[src/sv/sltrie_pkg.sv]
// Shared types and constants of the sibling-list trie engine.
package sltrie_pkg;

    // Fixed widths of the stream payload
    localparam int unsigned SYMBOL_W    = 8;
    localparam int unsigned NEW_ID_W    = 16;
    localparam int unsigned S_TDATA_W   = 24;
    localparam int unsigned RESULT_ID_W = 16;
    localparam int unsigned STATUS_W    = 2;
    localparam int unsigned M_TDATA_W   = 24;

    // Result status codes
    localparam logic [STATUS_W-1:0] ST_OK        = 2'd0;
    localparam logic [STATUS_W-1:0] ST_NOT_FOUND = 2'd1;
    localparam logic [STATUS_W-1:0] ST_OVERFLOW  = 2'd2;

    // One result word
    typedef struct packed {
        logic                   existed;
        logic [STATUS_W-1:0]    status;
        logic [RESULT_ID_W-1:0] result_id;
    } sltrie_result_t;

    // Per-field write enables of the node memory
    typedef struct packed {
        logic sym;
        logic next;
        logic child;
        logic id;
        logic has;
    } sltrie_wen_t;

endpackage

[src/sv/sltrie_out_stage.sv]
// Result output register of the trie engine.
module sltrie_out_stage (
    input  logic                               aclk,
    input  logic                               aresetn,
    input  logic                               res_load,
    input  sltrie_pkg::sltrie_result_t         res,
    output logic                               out_free,
    output logic                               m_axis_tvalid,
    input  logic                               m_axis_tready,
    output logic [sltrie_pkg::M_TDATA_W-1:0]   m_axis_tdata
);
    import sltrie_pkg::*;

    logic           valid_reg;
    sltrie_result_t data_reg;

    assign out_free = !valid_reg || m_axis_tready;

    // Valid flag
    always_ff @(posedge aclk) begin
        if (!aresetn) begin
            valid_reg <= 1'b0;
        end else if (res_load) begin
            valid_reg <= 1'b1;
        end else if (m_axis_tready) begin
            valid_reg <= 1'b0;
        end
    end

    // Payload
    always_ff @(posedge aclk) begin
        if (res_load) begin
            data_reg <= res;
        end
    end

    assign m_axis_tvalid = valid_reg;
    assign m_axis_tdata  = M_TDATA_W'(data_reg);

endmodule

[config.mk]
export PLATFORM = sky130hd
export DESIGN_NAME = sltrie_out_stage
export DESIGN_NICKNAME = d
export VERILOG_FILES = /design/src/sv/sltrie_pkg.sv /design/src/sv/sltrie_out_stage.sv
export SDC_FILE = /design/constraint.sdc
export NUM_CORES = 1
export LEC_CHECK = 0
export BUFFER_PORTS_ARGS = -buffer_cell sky130_fd_sc_hd__buf_2
export CAP_MARGIN = 20
export CORE_ASPECT_RATIO = 1.4
export CORE_MARGIN = 5
export CORE_UTILIZATION = 28
export DETAILED_ROUTE_END_ITERATION = 16
export PLACE_DENSITY = 0.66
export SYNTH_ARGS = -nofsm -noshare
export SYNTH_HDL_FRONTEND = slang
export SYNTH_SLANG_ARGS = --single-unit
[constraint.sdc]
create_clock -name aclk -period 1.2 [get_ports aclk]
set_input_delay 0.3 -clock aclk [delete_from_list [all_inputs] [get_ports aclk]]
set_output_delay 0.3 -clock aclk [all_outputs]
set_load 0.02 [all_outputs]
; Word level (Yosys, flattened, before mapping)
; Index checks and enable logic that the tools add are counted.
[word_totals]
reg_bits = 20
inputBits = 23
out_inout_bits = 26
elab_cells = 9
[op_classes]
muxes = 2
n_reduce_logical = 3
[ops]
columns = operator, count
row1 = 1-bit two-way mux, 2
row2 = 2-bit nonzero test, 1
row3 = 1-bit zero test, 1
row4 = 1-bit logical OR, 1

; Longest topological paths before layout
[logic_depth]
depth_word = 2
ltp_mapped = 2

; Least setup slack after synthesis
; OpenSTA, ideal clock, no wires.
[synth_timing]
kind = reg2out
from = reg valid_reg, in the netlist m_axis_tvalid
to = out out_free
t_required_ns = 0.900
slack_ns = 0.323
path_stages_with_launch = 2
t_arrival_ns = 0.577
path_buffers = 0
cell_sequence = dfxtp_1 nand2b_4
[synth_between]
elab_chain_len = 2
[synth_rtl]
columns = item, line_no
row1 = start: declaration, sltrie_out_stage.sv:14  ; logic valid_reg;
row2 = start signal: assignment, sltrie_out_stage.sv:22  ; valid_reg <= 1'b0;
row3 = start signal: assignment, sltrie_out_stage.sv:24  ; valid_reg <= 1'b1;
row4 = start signal: assignment, sltrie_out_stage.sv:26  ; valid_reg <= 1'b0;
row5 = 1-bit zero test, sltrie_out_stage.sv:17  ; assign out_free = !valid_reg || m_axis_tready;
row6 = 1-bit logical OR, sltrie_out_stage.sv:17
row7 = end: declaration, sltrie_out_stage.sv:7  ; output logic out_free,
; No other way between the ends.

; Worst setup path in the final report
; Ends and elaborated chain as after synthesis.

==> results.yml <==
hold_path:
  min_from: "res[3]"
  worstHoldPathType: "primary input to register"
placement:
  place_area_sq_um: 901
  place.gp.congestion: 0.642
  portBuffers: 43
  place_inst: 94
route:
  drc: 0
  routed_wl_mm: 1.29
  wire_per_inst_um: 13.2
  drt_iter0_drc: 3
  drt_first_pass_iters: 2
  post_drt_via_cell_ratio: 4.04
  antenna_left: 0
  vias: 396
pwr:
  p_sw_uw: 325
  combPwrFrac_pct: 14.4
  peakVddDrop_mv: 0.523
  sw_frac_of_total_pct: 23.1
  seq_power_share_pct: 59.4
  power_density_nw_per_um2: 1490
  p_leak_uw: 0.000429
  power_frac_clock_pct: 26.2
  internal_power_uw: 1080
clocking:
  cts_sinks: 20
  ctsHtreeMaxLevel: 1
  clockBufferDepth: 2
  cts_made_buffers: 3
  clkSlewWorstSetupHoldPaths_ps: 110
  cts_tree: "done"
  cts-root-buf: "clkbuf_4"
  post_cts_buffers: 0
  insertion_delay_ps: 290
global_route:
  track_usage_pct: 8.21
  overflow: 0
  top_usage_layer: "met2"
  grt_pass1_wl_mm: 1.90
  grt_pass1_vias: 413
  antenna_found_initial: 0
  grt_use_met3_pct: 1.32
  grt_max_degree: 21
  use_met1_pct: 7.55
  use_met2_pct: 14.8
timing:
  rsz0062_at_grt: "no"
  setup_tns_ps: 0
  setup_violations: 0
  maxSlewViolCount: 0
  fin_crit_ps: 1140
  fmax_mhz: 873
  post-route-period-util_pct: 95.4
  clock_skew_ps: 0
  hold_viol_final: 0
yosys:
  synth_top_area_share_pct: 86.4
  synth_cell_types: 7
  syn_inst: 29
  ys.warnings.count: 0
  yosys_register_bits: 20
  synth_seq_area_share_pct: 89.4
  synthTopCellsByArea: "edfxtp_1 (86%), buf_4 (5.7%), dfxtp_1 (3.0%)"
  syn_area_sq_um: 661
  yosysTopAreaCell: "edfxtp_1"
  syn_area_per_cell_sq_um: 22.8
worst_setup_path:
  required_ps: 900
  path_buf_inv: 1
  end_kind: "output pin"
  worstSetupStartpoint: "m_axis_tvalid"
  crit_path_top_delay_cell: "dfxtp_2"
  r2r_start: "m_axis_tvalid"
  critPathMaxStageDelay_ps: 370
  crit_arrival_ps: 840
  worst_setup_path_start_kind: "register"
  crit_type: "register to output pin"
  crit_chain: "nand2b_4 -> buf_6"
  critPathTopFamily: "flip-flops"
  cp_max_fo: 2
floorplan:
  fp.dieW_um: 51.1
  num_rows: 20
  num_io_pins: 49
  die_y_um: 67.5
  die_area_sq_um: 3440
  start_util_pct: 29.7
  core_area_sq_um: 2230
final_layout:
  syn_to_final_growth_pct: 43.0
  drive_gt1_share_pct: 67.1
  stdcell_count: 98
  seqCellArea_sq_um: 592
  multi_input_area_sq_um: 43.8
  final_cell_area_sq_um: 945
  nFillCells: 212
  antenna_cells: 0
  num-nets-final: 100
run_status:
  status: "complete, no violations"
job:
  max-cap-violations: 0
==> routing by layer <==
metal  vias up  share of wire, %
li1        189                 -
met5         -                 0
met3         2               9.5
met4         0               2.1
met1       180                33
met2        25                55
==> state kept, by name, indices dropped and copies added (netlist names) <==
signal and count:
m_axis_tvalid 1, m_axis_tdata 19
==> power by group through the flow <==
stage	Clock, uW	Sequential, uW	Combinational, uW
2_1_floorplan	0	927	34.7
3_3_place_gp	0	849	199
3_5_place_dp	0	852	203
4_1_cts	391	837	203
5_1_grt	420	842	215
6_report	369	835	202
==> final timing paths <==
kind / endpoint / slack (ps) / cells after the start
worst max-delay path: out_free / 60 / 2
worst min-delay path: m_axis_tdata[3] / 180 / 1
worst max register to register: m_axis_tvalid / 580 / 2
worst min register to register: m_axis_tvalid / 500 / 2
==> layout make-up <==
cell class,count,share of cell area (%)
clock buffer,4,3.84
inverter,1,0.397
multi-input combinational,7,4.64
sequential,20,62.6
tap,22,2.91
timing repair buffer,44,25.6
==> synth_stat cells (all sizes together) <==
master,n
a21boi,1
buf,5
conb,1
dfxtp,1
edfxtp,19
inv,1
nand2b,1
==> layout by cell type, fill, tap and decap left out, drive strengths merged <==
cell type and n:
buf 44, edfxtp 19, conb 5, clkbuf 4, inv 1, nand2b 1, a21boi 1, dfxtp 1
==> logic make-up after synthesis <==
logic type | synth area share, %
DFF | 89.4
buffers and inverters | 6.25
AOI/OAI and AO/OA | 1.70
and+or+nand+nor | 2.08
other | 0.568
==> through the flow <==
step	hold slack [ps]	util [%]	power (uW)	setup slack, ps
final	177	42.4	1410	55.1
after floorplan	399	-	962	323
after global routing	155	42.4	1480	6.42
after global placement	477	40.4	1050	222
after CTS	164	42.1	1430	16.4
after detailed placement	478	40.4	1060	217
==> repair_timing <==
action                                 in CTS  in global routing
resized for setup                           1                  2
setup endpoints to repair                   1                  1
endpoints found under the hold margin       0                  0
hold buffers                                0                  0
==> worst register-to-register path, cell delays in order, from the launching register on <==
cell and delay (ps):
dfxtp_2 370, nand2b_4 60, a21boi_2 130
(Power assumes the default switching activity.)
