File: config.mk
export PLATFORM = sky130hd
export DESIGN_NAME = sltrie_ctrl
export DESIGN_NICKNAME = d
export VERILOG_FILES = /design/src/sv/sltrie_pkg.sv /design/src/sv/sltrie_ctrl.sv
export SDC_FILE = /design/constraint.sdc
export NUM_CORES = 1
export LEC_CHECK = 0
export ABC_AREA = 1
export BUFFER_PORTS_ARGS = -buffer_cell sky130_fd_sc_hd__buf_4
export CORE_AREA = 5 5 145 147
export CTS_CLUSTER_SIZE = 10
export DETAILED_ROUTE_END_ITERATION = 10
export DIE_AREA = 0 0 150 152
export HOLD_SLACK_MARGIN = 0.02
export SETUP_SLACK_MARGIN = 0.02
export SYNTH_ARGS = -nofsm -noshare
export SYNTH_HDL_FRONTEND = slang
export SYNTH_SLANG_ARGS = --single-unit
File: constraint.sdc
create_clock -name aclk -period 5.4 [get_ports aclk]
set_clock_uncertainty 0.15 [all_clocks]
set_input_delay 1.35 -clock aclk [delete_from_list [all_inputs] [get_ports aclk]]
set_output_delay 1.35 -clock aclk [all_outputs]
set_load 0.1 [all_outputs]
File: src/sv/sltrie_pkg.sv
// Shared types and constants of the sibling-list trie engine.
package sltrie_pkg;

    // Fixed widths of the stream payload
    localparam int unsigned SYMBOL_W    = 8;
    localparam int unsigned NEW_ID_W    = 16;
    localparam int unsigned S_TDATA_W   = 24;
    localparam int unsigned RESULT_ID_W = 16;
    localparam int unsigned STATUS_W    = 2;
    localparam int unsigned M_TDATA_W   = 24;

    // Result status codes
    localparam logic [STATUS_W-1:0] ST_OK        = 2'd0;
    localparam logic [STATUS_W-1:0] ST_NOT_FOUND = 2'd1;
    localparam logic [STATUS_W-1:0] ST_OVERFLOW  = 2'd2;

    // One result word
    typedef struct packed {
        logic                   existed;
        logic [STATUS_W-1:0]    status;
        logic [RESULT_ID_W-1:0] result_id;
    } sltrie_result_t;

    // Per-field write enables of the node memory
    typedef struct packed {
        logic sym;
        logic next;
        logic child;
        logic id;
        logic has;
    } sltrie_wen_t;

endpackage

File: src/sv/sltrie_ctrl.sv
// Trie walk sequencer: sibling search, node append and result decision.
module sltrie_ctrl #(
    parameter int unsigned MAX_NODES = 4096,
    parameter int unsigned IDX_W     = 12,
    parameter int unsigned CNT_W     = 13,
    parameter int unsigned SYM_W     = 8,
    parameter int unsigned ID_W      = 16
) (
    input  logic                               aclk,
    input  logic                               aresetn,
    // input words
    input  logic                               s_axis_tvalid,
    output logic                               s_axis_tready,
    input  logic [sltrie_pkg::S_TDATA_W-1:0]   s_axis_tdata,
    input  logic                               s_axis_tlast,
    input  logic                               s_axis_tuser,
    // node memory
    output logic                               rd_en,
    output logic [IDX_W-1:0]                   rd_addr,
    input  logic [SYM_W-1:0]                   rd_sym,
    input  logic [IDX_W-1:0]                   rd_next,
    input  logic [IDX_W-1:0]                   rd_child,
    input  logic [ID_W-1:0]                    rd_id,
    input  logic                               rd_has,
    output sltrie_pkg::sltrie_wen_t            wen,
    output logic [IDX_W-1:0]                   wr_addr,
    output logic [SYM_W-1:0]                   wr_sym,
    output logic [IDX_W-1:0]                   wr_next,
    output logic [IDX_W-1:0]                   wr_child,
    output logic [ID_W-1:0]                    wr_id,
    output logic                               wr_has,
    // result
    output logic                               res_load,
    output sltrie_pkg::sltrie_result_t         res,
    input  logic                               out_free
);
    import sltrie_pkg::*;

    // Sequencer states
    localparam logic [2:0] S_IDLE  = 3'd0;
    localparam logic [2:0] S_START = 3'd1;
    localparam logic [2:0] S_CHILD = 3'd2;
    localparam logic [2:0] S_CMP   = 3'd3;
    localparam logic [2:0] S_ADD   = 3'd4;
    localparam logic [2:0] S_LINK  = 3'd5;
    localparam logic [2:0] S_OUT   = 3'd6;

    // Key phases
    localparam logic [1:0] PH_MATCHING  = 2'd0;
    localparam logic [1:0] PH_APPENDING = 2'd1;
    localparam logic [1:0] PH_NOT_FOUND = 2'd2;
    localparam logic [1:0] PH_OVERFLOW  = 2'd3;

    localparam logic [IDX_W-1:0] NO_NODE = '0;

    // Control state
    logic [2:0]       state_reg, state_next;
    logic [1:0]       phase_reg, phase_next;
    logic [IDX_W-1:0] cursor_reg, cursor_next;
    logic [CNT_W-1:0] nodes_used_reg, nodes_used_next;
    logic [IDX_W-1:0] root_child_reg, root_child_next;

    // Item and walk payload
    logic             mode_reg, mode_next;
    logic [SYM_W-1:0] sym_reg, sym_next;
    logic             last_reg, last_next;
    logic [ID_W-1:0]  nid_reg, nid_next;
    logic [IDX_W-1:0] child_reg, child_next;
    logic [IDX_W-1:0] prev_reg, prev_next;
    sltrie_result_t   res_reg, res_next;

    // Intermediate decisions
    logic             probe, miss, add_req, finish;
    logic [IDX_W-1:0] probe_node, miss_prev, add_prev;
    logic [IDX_W-1:0] new_node;

    assign new_node = nodes_used_reg[IDX_W-1:0];

    always_comb begin
        state_next      = state_reg;
        phase_next      = phase_reg;
        cursor_next     = cursor_reg;
        nodes_used_next = nodes_used_reg;
        root_child_next = root_child_reg;
        mode_next       = mode_reg;
        sym_next        = sym_reg;
        last_next       = last_reg;
        nid_next        = nid_reg;
        child_next      = child_reg;
        prev_next       = prev_reg;
        res_next        = res_reg;

        s_axis_tready = 1'b0;
        rd_en         = 1'b0;
        rd_addr       = cursor_reg;
        wen           = '0;
        wr_addr       = new_node;
        wr_sym        = sym_reg;
        wr_next       = NO_NODE;
        wr_child      = NO_NODE;
        wr_id         = nid_reg;
        wr_has        = last_reg;
        res_load      = 1'b0;

        probe      = 1'b0;
        probe_node = NO_NODE;
        miss       = 1'b0;
        miss_prev  = NO_NODE;
        add_req    = 1'b0;
        add_prev   = NO_NODE;
        finish     = 1'b0;

        // Per-state actions
        case (state_reg)
            S_IDLE: begin
                s_axis_tready = 1'b1;
                if (s_axis_tvalid) begin
                    mode_next  = s_axis_tuser;
                    sym_next   = s_axis_tdata[SYM_W-1:0];
                    last_next  = s_axis_tlast;
                    nid_next   = s_axis_tdata[SYMBOL_W +: ID_W];
                    state_next = S_START;
                end
            end
            S_START: begin
                case (phase_reg)
                    PH_MATCHING: begin
                        if (cursor_reg == NO_NODE) begin
                            probe      = 1'b1;
                            probe_node = root_child_reg;
                        end else begin
                            rd_en      = 1'b1;
                            rd_addr    = cursor_reg;
                            state_next = S_CHILD;
                        end
                    end
                    PH_APPENDING: begin
                        add_req  = 1'b1;
                        add_prev = NO_NODE;
                    end
                    default: begin
                        finish = 1'b1;
                    end
                endcase
            end
            S_CHILD: begin
                probe      = 1'b1;
                probe_node = rd_child;
            end
            S_CMP: begin
                if (rd_sym == sym_reg) begin
                    // hit: descend
                    cursor_next = child_reg;
                    finish      = 1'b1;
                    if (rd_has) begin
                        res_next = '{existed: 1'b1, status: ST_OK,
                                     result_id: RESULT_ID_W'(rd_id)};
                    end else if (mode_reg) begin
                        // prefix without id: store the new id if the key ends here
                        wen.id   = last_reg;
                        wen.has  = last_reg;
                        wr_addr  = child_reg;
                        wr_has   = 1'b1;
                        res_next = '{existed: 1'b0, status: ST_OK,
                                     result_id: RESULT_ID_W'(nid_reg)};
                    end else begin
                        res_next = '{existed: 1'b0, status: ST_NOT_FOUND,
                                     result_id: '0};
                    end
                end else if (rd_next == NO_NODE) begin
                    miss      = 1'b1;
                    miss_prev = child_reg;
                end else begin
                    rd_en      = 1'b1;
                    rd_addr    = rd_next;
                    child_next = rd_next;
                end
            end
            S_ADD: begin
                // new node, its id set if it ends the key
                wen     = '{sym: 1'b1, next: 1'b1, child: 1'b1, id: 1'b1, has: 1'b1};
                wr_addr = new_node;
                state_next = S_LINK;
            end
            S_LINK: begin
                if (prev_reg != NO_NODE) begin
                    wen.next = 1'b1;
                    wr_addr  = prev_reg;
                    wr_next  = new_node;
                end else if (cursor_reg == NO_NODE) begin
                    root_child_next = new_node;
                end else begin
                    wen.child = 1'b1;
                    wr_addr   = cursor_reg;
                    wr_child  = new_node;
                end
                cursor_next     = new_node;
                nodes_used_next = nodes_used_reg + CNT_W'(1);
                phase_next      = PH_APPENDING;
                res_next        = '{existed: 1'b0, status: ST_OK,
                                    result_id: RESULT_ID_W'(nid_reg)};
                finish          = 1'b1;
            end
            S_OUT: begin
                if (out_free) begin
                    res_load    = 1'b1;
                    cursor_next = NO_NODE;
                    phase_next  = PH_MATCHING;
                    state_next  = S_IDLE;
                end
            end
            default: begin
                state_next = S_IDLE;
            end
        endcase

        // Start of a sibling walk
        if (probe) begin
            if (probe_node == NO_NODE) begin
                miss      = 1'b1;
                miss_prev = NO_NODE;
            end else begin
                rd_en      = 1'b1;
                rd_addr    = probe_node;
                child_next = probe_node;
                state_next = S_CMP;
            end
        end

        // No matching sibling
        if (miss) begin
            if (mode_reg) begin
                add_req  = 1'b1;
                add_prev = miss_prev;
            end else begin
                phase_next = PH_NOT_FOUND;
                finish     = 1'b1;
            end
        end

        // Append request, refused when the store is full
        if (add_req) begin
            if (nodes_used_reg == CNT_W'(MAX_NODES)) begin
                phase_next = PH_OVERFLOW;
                finish     = 1'b1;
            end else begin
                prev_next  = add_prev;
                state_next = S_ADD;
            end
        end

        // End of the item
        if (finish) begin
            if (phase_next == PH_NOT_FOUND) begin
                res_next = '{existed: 1'b0, status: ST_NOT_FOUND, result_id: '0};
            end else if (phase_next == PH_OVERFLOW) begin
                res_next = '{existed: 1'b0, status: ST_OVERFLOW, result_id: '0};
            end
            state_next = last_reg ? S_OUT : S_IDLE;
        end
    end

    // Control registers
    always_ff @(posedge aclk) begin
        if (!aresetn) begin
            state_reg      <= S_IDLE;
            phase_reg      <= PH_MATCHING;
            cursor_reg     <= NO_NODE;
            nodes_used_reg <= CNT_W'(1);
            root_child_reg <= NO_NODE;
        end else begin
            state_reg      <= state_next;
            phase_reg      <= phase_next;
            cursor_reg     <= cursor_next;
            nodes_used_reg <= nodes_used_next;
            root_child_reg <= root_child_next;
        end
    end

    // Payload registers
    always_ff @(posedge aclk) begin
        mode_reg  <= mode_next;
        sym_reg   <= sym_next;
        last_reg  <= last_next;
        nid_reg   <= nid_next;
        child_reg <= child_next;
        prev_reg  <= prev_next;
        res_reg   <= res_next;
    end

    assign res = res_reg;

`ifndef NO_ASSERTIONS
    // cursor always names a node that exists
    a_cursor_valid: assert property (@(posedge aclk) disable iff (!aresetn)
        CNT_W'(cursor_reg) < nodes_used_reg)
        else $error("cursor beyond allocated nodes");

    // fill count stays within the store
    a_fill_range: assert property (@(posedge aclk) disable iff (!aresetn)
        nodes_used_reg != '0 && nodes_used_reg <= CNT_W'(MAX_NODES))
        else $error("node fill count out of range");

    // each link step allocates exactly one node
    a_alloc_step: assert property (@(posedge aclk) disable iff (!aresetn)
        state_reg == S_LINK |=> nodes_used_reg == $past(nodes_used_reg) + CNT_W'(1))
        else $error("node allocation count slipped");

    // a first child under the root lands in the root link register
    a_root_link: assert property (@(posedge aclk) disable iff (!aresetn)
        (state_reg == S_LINK && prev_reg == NO_NODE && cursor_reg == NO_NODE)
        |=> root_child_reg != NO_NODE)
        else $error("root link not set");

    // a result is only handed over for the final symbol of a key
    a_result_last: assert property (@(posedge aclk) disable iff (!aresetn)
        res_load |-> last_reg && state_reg == S_OUT)
        else $error("result for a non-final symbol");
`endif

endmodule
# After elaboration in Yosys (flattened, before gate mapping)
# Cells that the tools add are included.
[classes]
mux = 97
reduce_logical = 14
n_bitwise = 2
n_eq_ne = 13
addsub = 1
[op_table]
columns = ["cell", "count"]
rows = [
  ["$mux 12", 29],
  ["$mux 19", 5],
  ["$pmux 12 s2", 2],
  ["$pmux 19 s2", 1],
  ["$logic_not 12->1", 3],
  ["$pmux 12 s3", 1],
  ["$mux 1", 33],
  ["$mux 3", 10],
  ["$mux 17", 1],
  ["$mux 2", 8],
  ["$pmux 3 s5", 1],
  ["$add 13x1->13 const B", 1],
  ["$eq 13x13->1 const B", 1],
  ["$pmux 2 s2", 3],
  ["$reduce_bool 12->1", 1],
  ["$eq 3x3->1 const B", 3],
  ["$eq 8x8->1", 1],
  ["$eq 3x2->1 const B", 2],
  ["$reduce_and 2->1", 3],
  ["$reduce_and 3->1", 2],
  ["$eq 2x2->1 const B", 2],
  ["$ne 2x2->1 const B", 2],
  ["$pmux 1 s2", 2],
  ["$eq 3x1->1 const B", 1],
  ["8 further kinds", 9],
]
[word_totals]
register_bits = 111
word_cells = 141
inputBits = 79
out_inout_bits = 100

# Logic depth before layout (Yosys ltp)
# Gate-level depths: netlist of the first run.
[depth]
word_depth = 14
depth_mapped = 17
mapped_depth_nobuf = 17

# Worst setup path after synthesis of the first run
# Ideal clock, no wire load.
[synth_timing]
kind = "input to output"
startpoint = "input rd_sym[7]"
endpoint = "output wen[1] in the netlist's numbering"
required_ns = 3.900
path_slack_ns = -1.227
arrival_time_ns = 5.127
stages = 11
n_path_buf = 1
cell_sequence = "inv_1 > or2_2 > nand4_1 > nor2_1 > nand2_1 > nor2_1 > inv_1 > nor3_4 > inv_1 > o21ai_0 > buf_4"
[synth_rtl]
columns = ["item", "line", "source"]
rows = [
  ["from (decl)", "sltrie_ctrl.sv:20", "input logic [SYM_W-1:0] rd_sym,"],
  ["to (decl)", "sltrie_ctrl.sv:25", "output sltrie_pkg::sltrie_wen_t wen,"],
]

# Final worst setup path of the first run
[layout_timing]
startpoint = "input rd_sym[2]"
endpoint = "output rd_addr[7]"
[layout_via]
elab_chain_cells = 5
[layout_rtl]
columns = ["item", "line", "source"]
rows = [
  ["$eq 8x8->1 *", "sltrie_ctrl.sv:151", "if (rd_sym == sym_reg) begin"],
  ["$mux 12 *", "sltrie_ctrl.sv:151", ""],
  ["$mux 12 *", "--", ""],
  ["$mux 12", "sltrie_ctrl.sv:219", "if (probe_node == NO_NODE) begin"],
  ["$mux 12 *", "sltrie_ctrl.sv:218", "if (probe) begin"],
  ["to (decl)", "sltrie_ctrl.sv:19", "output logic [IDX_W-1:0] rd_addr,"],
]
# Mark *: on every way between the ends. The rest lies on a longest branch, timed or not.

==> results of run 1 <==
-- layer usage --
layer	up-vias	GRT usage
met5	-	0
met4	0	0.0558
met3	29	0.0349
met2	203	0.280
met1	2713	0.231
li1	2847	-
-- layout by cell type, fill, tap and decap left out, drive strengths merged, types with 11 or more instances in the layout --
| cell | n |
|---|---|
| a221oi | 17 |
| nand3 | 24 |
| a21oi | 42 |
| edfxtp | 38 |
| o21bai | 11 |
| nor3 | 14 |
| o21ai | 58 |
| inv | 133 |
| nand4 | 18 |
| o22ai | 15 |
| buf | 190 |
| nand2 | 110 |
| dfxtp | 73 |
| nor2 | 130 |
-- stage by stage --
stage	total power [mW]	TNS (ps)	hold slack, ps	utilization	area (sq um)
final	4.61	0	307	0.389	7690
after global routing	4.83	0	335	0.389	7690
after CTS	4.63	0	310	0.389	7690
after detailed placement	3.92	0	298	0.374	7390
after global placement	3.91	0	292	0.374	7390
after floorplan	3.27	-5300	279	-	5740
-- power groups by stage --
stage / Clock, mW / Sequential [mW] / Combinational [mW]
after floorplan: 0 / 1.77 / 1.50
after global placement: 0 / 1.20 / 2.71
after detailed placement: 0 / 1.21 / 2.71
after CTS: 0.724 / 1.19 / 2.72
after global routing: 0.756 / 1.21 / 2.86
final: 0.707 / 1.19 / 2.71
-- worst min-delay path, stage by stage (launching register included) --
cell and delay [ps]:
dfxtp_1 300, inv_1 60, a21oi_1 50
-- final cells by class --
class | instances | area, sq um | area share
flip-flops and latches | 111 | 2600 | 0.338
repair buffers | 190 | 1430 | 0.185
clock inverters | 7 | 77.6 | 0.0101
clock buffers | 9 | 225 | 0.0293
well taps | 270 | 338 | 0.0439
inverters | 137 | 517 | 0.0672
multi-input cells | 481 | 2510 | 0.326
-- worst max path at each step --
stage / startpoint / end / slack, ps
3_5_place_dp: rd_next[10] / rd_addr[3] / 450
6_report: rd_sym[2] / rd_addr[7] / 410
3_3_place_gp: rd_next[10] / rd_addr[7] / 480
2_1_floorplan: rd_sym[7] / rd_addr[0] / -700
4_1_cts: rd_next[10] / rd_addr[9] / 420
5_1_grt: rd_next[10] / rd_addr[8] / 210
-- logic make-up (layout without fill, tap and decap cells) --
family	count (synthesis)	count (layout)	share of synthesized area
flip-flops	111	111	0.454
AO/OA/AOI/OAI	167	167	0.179
buffers and inverters	159	343	0.110
adder cells (fa/ha/maj)	2	2	0.00437
AND/OR/NAND/NOR	312	312	0.252
==> summary.md, run 1 <==
| Metric | Value |
|---|---|
| Status | completed |
| Number of setup buffers added after CTS | 0 |
| Slew Limit Fails | 0 |
| Number of global-route vias before repair | 5486 |
| Sw Share | 0.560 |
| Pwr dens | 600 mW/mm^2 |
| Placer congestion estimate | 0.887 |
| Top cells by count, synth | inv_1, nor2_1, nand2_1 |
| Htree depth | 3 |
| Worst path max stage delay | 320 ps |
| Gr usage total | 0.173 |
| DR WL/cell | 17.1 um |
| CP startpoint kind | input port |
| Most frequent cell after synthesis | inv_1 |
| Placed instance count | 1189 |
| Cell accounting for the most synthesized area | dfxtp_1 |
| Number of hold buffers added after cts | 0 |
| Worst EP arrival | 3490 ps |
| Initial core utilization | 0.290 |
| Max rail drop VDD | between 0.0003 and 0.0004 V |
| Netlist Area Pre-Place | 0.00573 sq mm |
| Vias | 5792 |
| Sink Count | approximately 110 |
| Synth top area share | 0.255 |
| Die W | 150 um |
| Grt ovf | 0 |
| Top Metal Used | met4 |
| Final setup fails | 0 |
| DR WL met3 | approximately 1400 um |
| Final hold vios | 0 |
| Ys async rst share | 0 |
| Die Y | about 150 um |
| Non-Filler Instances | roughly 1200 |
| Post-Route WL | 20600 um |
| Leakage Power | approximately 3.4 nW |
| HP Start | root_child_reg[10] |
| Crit-path leading delay family | simple AND/OR/NAND/NOR gates |
| Syn_area_per_cell | 7.63 sq um |
| Clk pin slew, worst setup/hold paths | 80 ps |
| Syn-to-layout area delta | 34.3% |
| Crit Path Max Fanout | 6 |
| Rows | 52 |
| Number of synthesized flops with an enable pin | 38 |
| M1 wire length | around 8800 um |
| Initial drt markers | 551 |
| I/O Pins | 179 |
| Fmax | 0.200 GHz |
| Core Area | 0.0198 sq mm |
| # diodes | 0 |
| Crit share post-route | 0.925 |
| Worst rel slew slack | 0.438 |
| Top cells by area, synth | dfxtp_1, edfxtp_1, inv_1 |
| Post-Synthesis Net Count | ~830 |
| Seq/Total Area, Yosys | 0.454 |
| Largest net degree at the start of global routing | 28 |
| Seq pwr share | 0.258 |
| PortBufs | 178 |
| Layout cells sized above 1 | 0.264 |
| Worst Path Buf+Inv | 6 |
| Switching power total | around 2.6 mW |
| Drt first pass iters | 5 |
| RR Endpoint | prev_reg[9] |
| RSZ-0062 raised after global routing | false |
| Post-DR vias/cell | 4.81 |
| Share of total power in the clock network | 0.153 |
| Root buf cell | clkbuf_16 |
| R2r setup slk | 2530 ps |
| Clock Latency Late Sink | 360 ps |
| Setup ws final | 406 ps |
| DRC viols | 0 |
| Remaining antenna violation count | 0 |
| Nets | 1011 |
| Crit path cell chain | buf_4 > or2_2 > nand4_1 > nor2_1 > nand2_1 > inv_1 > nor2_1 > inv_1 > nor2_1 > inv_1 > o21bai_1 > inv_1 > o21ai_0 > buf_4 |
| Top FF cell, synth | dfxtp_1 |
| Worst Setup End Kind | primary output |
| Min-Delay Path Class | reg2reg |
| Slew at the pin with the worst max-slew slack | 840 ps |
| Metal2 WL | ~9900 um |
| WS Path Type | in2out |
| Critical-path top delay cell | o21bai_1 |
| # fillers | 2133 |
| P_int | 2.03 mW |
| Yosys reg bits | about 110 |
| Initial antenna violation count | 0 |
| Gate power share | 0.588 |
| Hold path cells | 2 |
| Post-CTS Resized | 0 |
| Reg-to-reg startpoint | state_reg[1] |
| Clock period minus worst slack | about 5000 ps |
| Hold Crit Endpoint | root_child_reg[10] |
| Synthesis warning total | 0 |
| Max FFs per register | 19 |
| CTS tree | yes |
| First-pass GRT wire length | 30800 um |
| Max_cap viols | 0 |
| Die area | about 0.023 sq mm |
| Place WS | between 400 and 500 ps |
| CTS Buffer Depth | 2 |
| Distinct cells, synth | 50 |
| CTS Buf Count | 9 |
| Hpwl dp | 16000 um |
| Worst endpoint required time | 3900 ps |
| Levels on crit path | 14 |
| FF-to-FF path depth | 12 |
| Gate Count Post-Synth | roughly 750 |
| Crit path top cell by count | inv_1 |
Power figures use the tool's default switching activity.
==> run 2: changes to the inputs <==
==> constraint.sdc (replaced) <==
create_clock -name aclk -period 5.2 [get_ports aclk]
set_clock_uncertainty 0.15 [all_clocks]
set_input_delay 1.3 -clock aclk [delete_from_list [all_inputs] [get_ports aclk]]
set_output_delay 1.3 -clock aclk [all_outputs]
set_load 0.1 [all_outputs]
==> summary.md, run 2 (same netlist as run 1, synthesis figures left out) <==
| Metric | Value |
|---|---|
| Sink Count | 111 (unchanged) |
| M1 wire length | 9070 um (+3.3%) |
| Core Area | 0.0198 sq mm (unchanged) |
| WS Path Type | in2out |
| Rows | 52 (unchanged) |
| Nets | 1010 (-0.099%) |
| Worst EP arrival | 3410 ps (-80 ps) |
| DRC viols | 0 (unchanged) |
| Worst hold slack | 310 ps (+3.61 ps) |
| Pwr Total | 4.84 mW (+4.9%) |
| Largest net degree at the start of global routing | 28 (unchanged) |
| Post-CTS Resized | 0 (unchanged) |
| Number of setup buffers added after CTS | 0 (unchanged) |
| Max rail drop VDD | 0.000356 V (+17%) |
| Place WS | 366 ps (-88.3 ps) |
| Worst Setup End Kind | primary output |
| CTS Buf Count | 9 (unchanged) |
| Fmax | 0.206 GHz |
| Number of hold buffers added after cts | 0 (unchanged) |
| Worst endpoint required time | 3750 ps (-150 ps) |
| Most frequent cells in the layout | buf_4, inv_1, nor2_1, nand2_1, dfxtp_1 |
| Root buf cell | clkbuf_16 |
| Worst rel slew slack | 0.349 (-0.0887) |
| I/O Pins | 179 (unchanged) |
| Drt first pass iters | 6 (+1) |
| Crit path top cell by count | nor2_1 |
| Top Metal Used | met4 |
| RSZ-0062 raised after global routing | false |
| Initial antenna violation count | 0 (unchanged) |
| Initial drt markers | 552 (+0.18%) |
| Seq pwr share | 0.255 (-0.003) |
| Metal2 WL | 10000 um (+0.93%) |
| Sw Share | 0.561 (+0.00182) |
| Clock Latency Late Sink | 360 ps (about the same) |
| Slew at the pin with the worst max-slew slack | 976 ps (+136 ps) |
| Clock period minus worst slack | 4860 ps |
| Crit Path Max Fanout | 19 (+13) |
| Placer congestion estimate | 0.949 (+6.9%) |
| CTS tree | yes |
| Non-Filler Instances | 1204 (-0.083%) |
| Switching power total | 2.72 mW (+5.3%) |
| Pwr dens | 626 mW/mm^2 (+4.3%) |
| Critical-path top delay cell | or2_2 |
| P_int | 2.12 mW (+4.5%) |
| Vias | 5856 (+1.1%) |
| CTS Buffer Depth | 2 (unchanged) |
| Grt ovf | 0 (unchanged) |
| Final Instance Area | 0.00774 sq mm (+0.57%) |
| Max_cap viols | 0 (unchanged) |
| Initial core utilization | 0.290 (unchanged) |
| Max FFs per register | 19 (unchanged) |
| CP startpoint kind | input port |
| Min-Delay Path Class | reg2reg |
| Post-DR vias/cell | 4.86 (+1.2%) |
| Die W | 150 um (unchanged) |
| Post-Route WL | 20900 um (+1.7%) |
| Final design utilization | 0.391 (+0.00221) |
| # diodes | 0 (unchanged) |
| R2r setup slk | 2030 ps (-500 ps) |
| Syn-to-layout area delta | 35.1% |
| Die Y | 152 um (unchanged) |
| Gate power share | 0.591 (+0.003) |
| Share of total power in the clock network | 0.155 (+0.002) |
| Setup ws final | 338 ps (-68.3 ps) |
| TNS Setup | 0 ps (unchanged) |
| Most common cell after layout, fill and taps aside | buf_4 |
| Layout cells sized above 1 | 0.274 (+0.00992) |
| Status | completed |
| Slew Limit Fails | 0 (unchanged) |
| DP Area | 0.00742 sq mm (+0.41%) |
| Placed instance count | 1188 (-0.084%) |
| DR WL met3 | 1390 um (-2.7%) |
| Final setup fails | 0 (unchanged) |
| Worst path max stage delay | 280 ps (-40 ps) |
| Clk pin slew, worst setup/hold paths | 80 ps (about the same) |
| Htree depth | 3 (unchanged) |
| Leakage Power | 3.43 nW (+0.43%) |
| Final hold vios | 0 (unchanged) |
| Gr usage total | 0.180 (+0.00724) |
| PortBufs | 178 (unchanged) |
| Die area | 0.0228 sq mm (unchanged) |
| Crit share post-route | 0.935 |
| Crit path cell chain | buf_4 > or2_2 > nand4_1 > nor2_1 > nand2_1 > inv_1 > nor2_1 > inv_1 > nor2_1 > nor2_1 > inv_1 > buf_4 > o21ai_2 > buf_4 |
| Remaining antenna violation count | 0 (unchanged) |
| First-pass GRT wire length | 32400 um (+5.2%) |
| DR WL/cell | 17.4 um (+1.8%) |
| Hpwl dp | 16100 um (+0.71%) |
| Number of global-route vias before repair | 5728 (+4.4%) |
run 2: area by class of cell:
class,instances,area (sq um)
clock inverters,7,91.3
flip-flops and latches,111,2600
multi-input cells,481,2540
repair buffers,189,1420
clock buffers,9,225
inverters,137,517
well taps,270,338
fillers,2130,12000
run 2: path summary, 6_finish.rpt:
check / start / endpoint / cells after the start
worst max-delay path: rd_sym[2] / rd_addr[8] / 14
worst min-delay path: root_child_reg[9] / root_child_reg[9] / 2
worst min register to register: root_child_reg[9] / root_child_reg[9] / 2
worst max register to register: state_reg[1] / cursor_reg[4] / 10
run 2: layer usage:
metal,vias up,GRT usage
met5,-,0
met4,0,0.0510
met2,217,0.294
met1,2761,0.245
li1,2846,-
met3,32,0.0322
run 2: critical path, delay by kind of cell:
kind | cells | cell delay, ps
simple gates | 7 | 1060
buf+inv | 6 | 930
compound gates | 1 | 80
run 2: power by group through the flow:
stage	Clock, mW	Combinational (mW)	Sequential [mW]
after floorplan	0	1.59	1.84
after global placement	0	2.84	1.25
after detailed placement	0	2.85	1.25
after CTS	0.767	2.86	1.23
after global routing	0.802	3.01	1.26
final	0.749	2.86	1.23
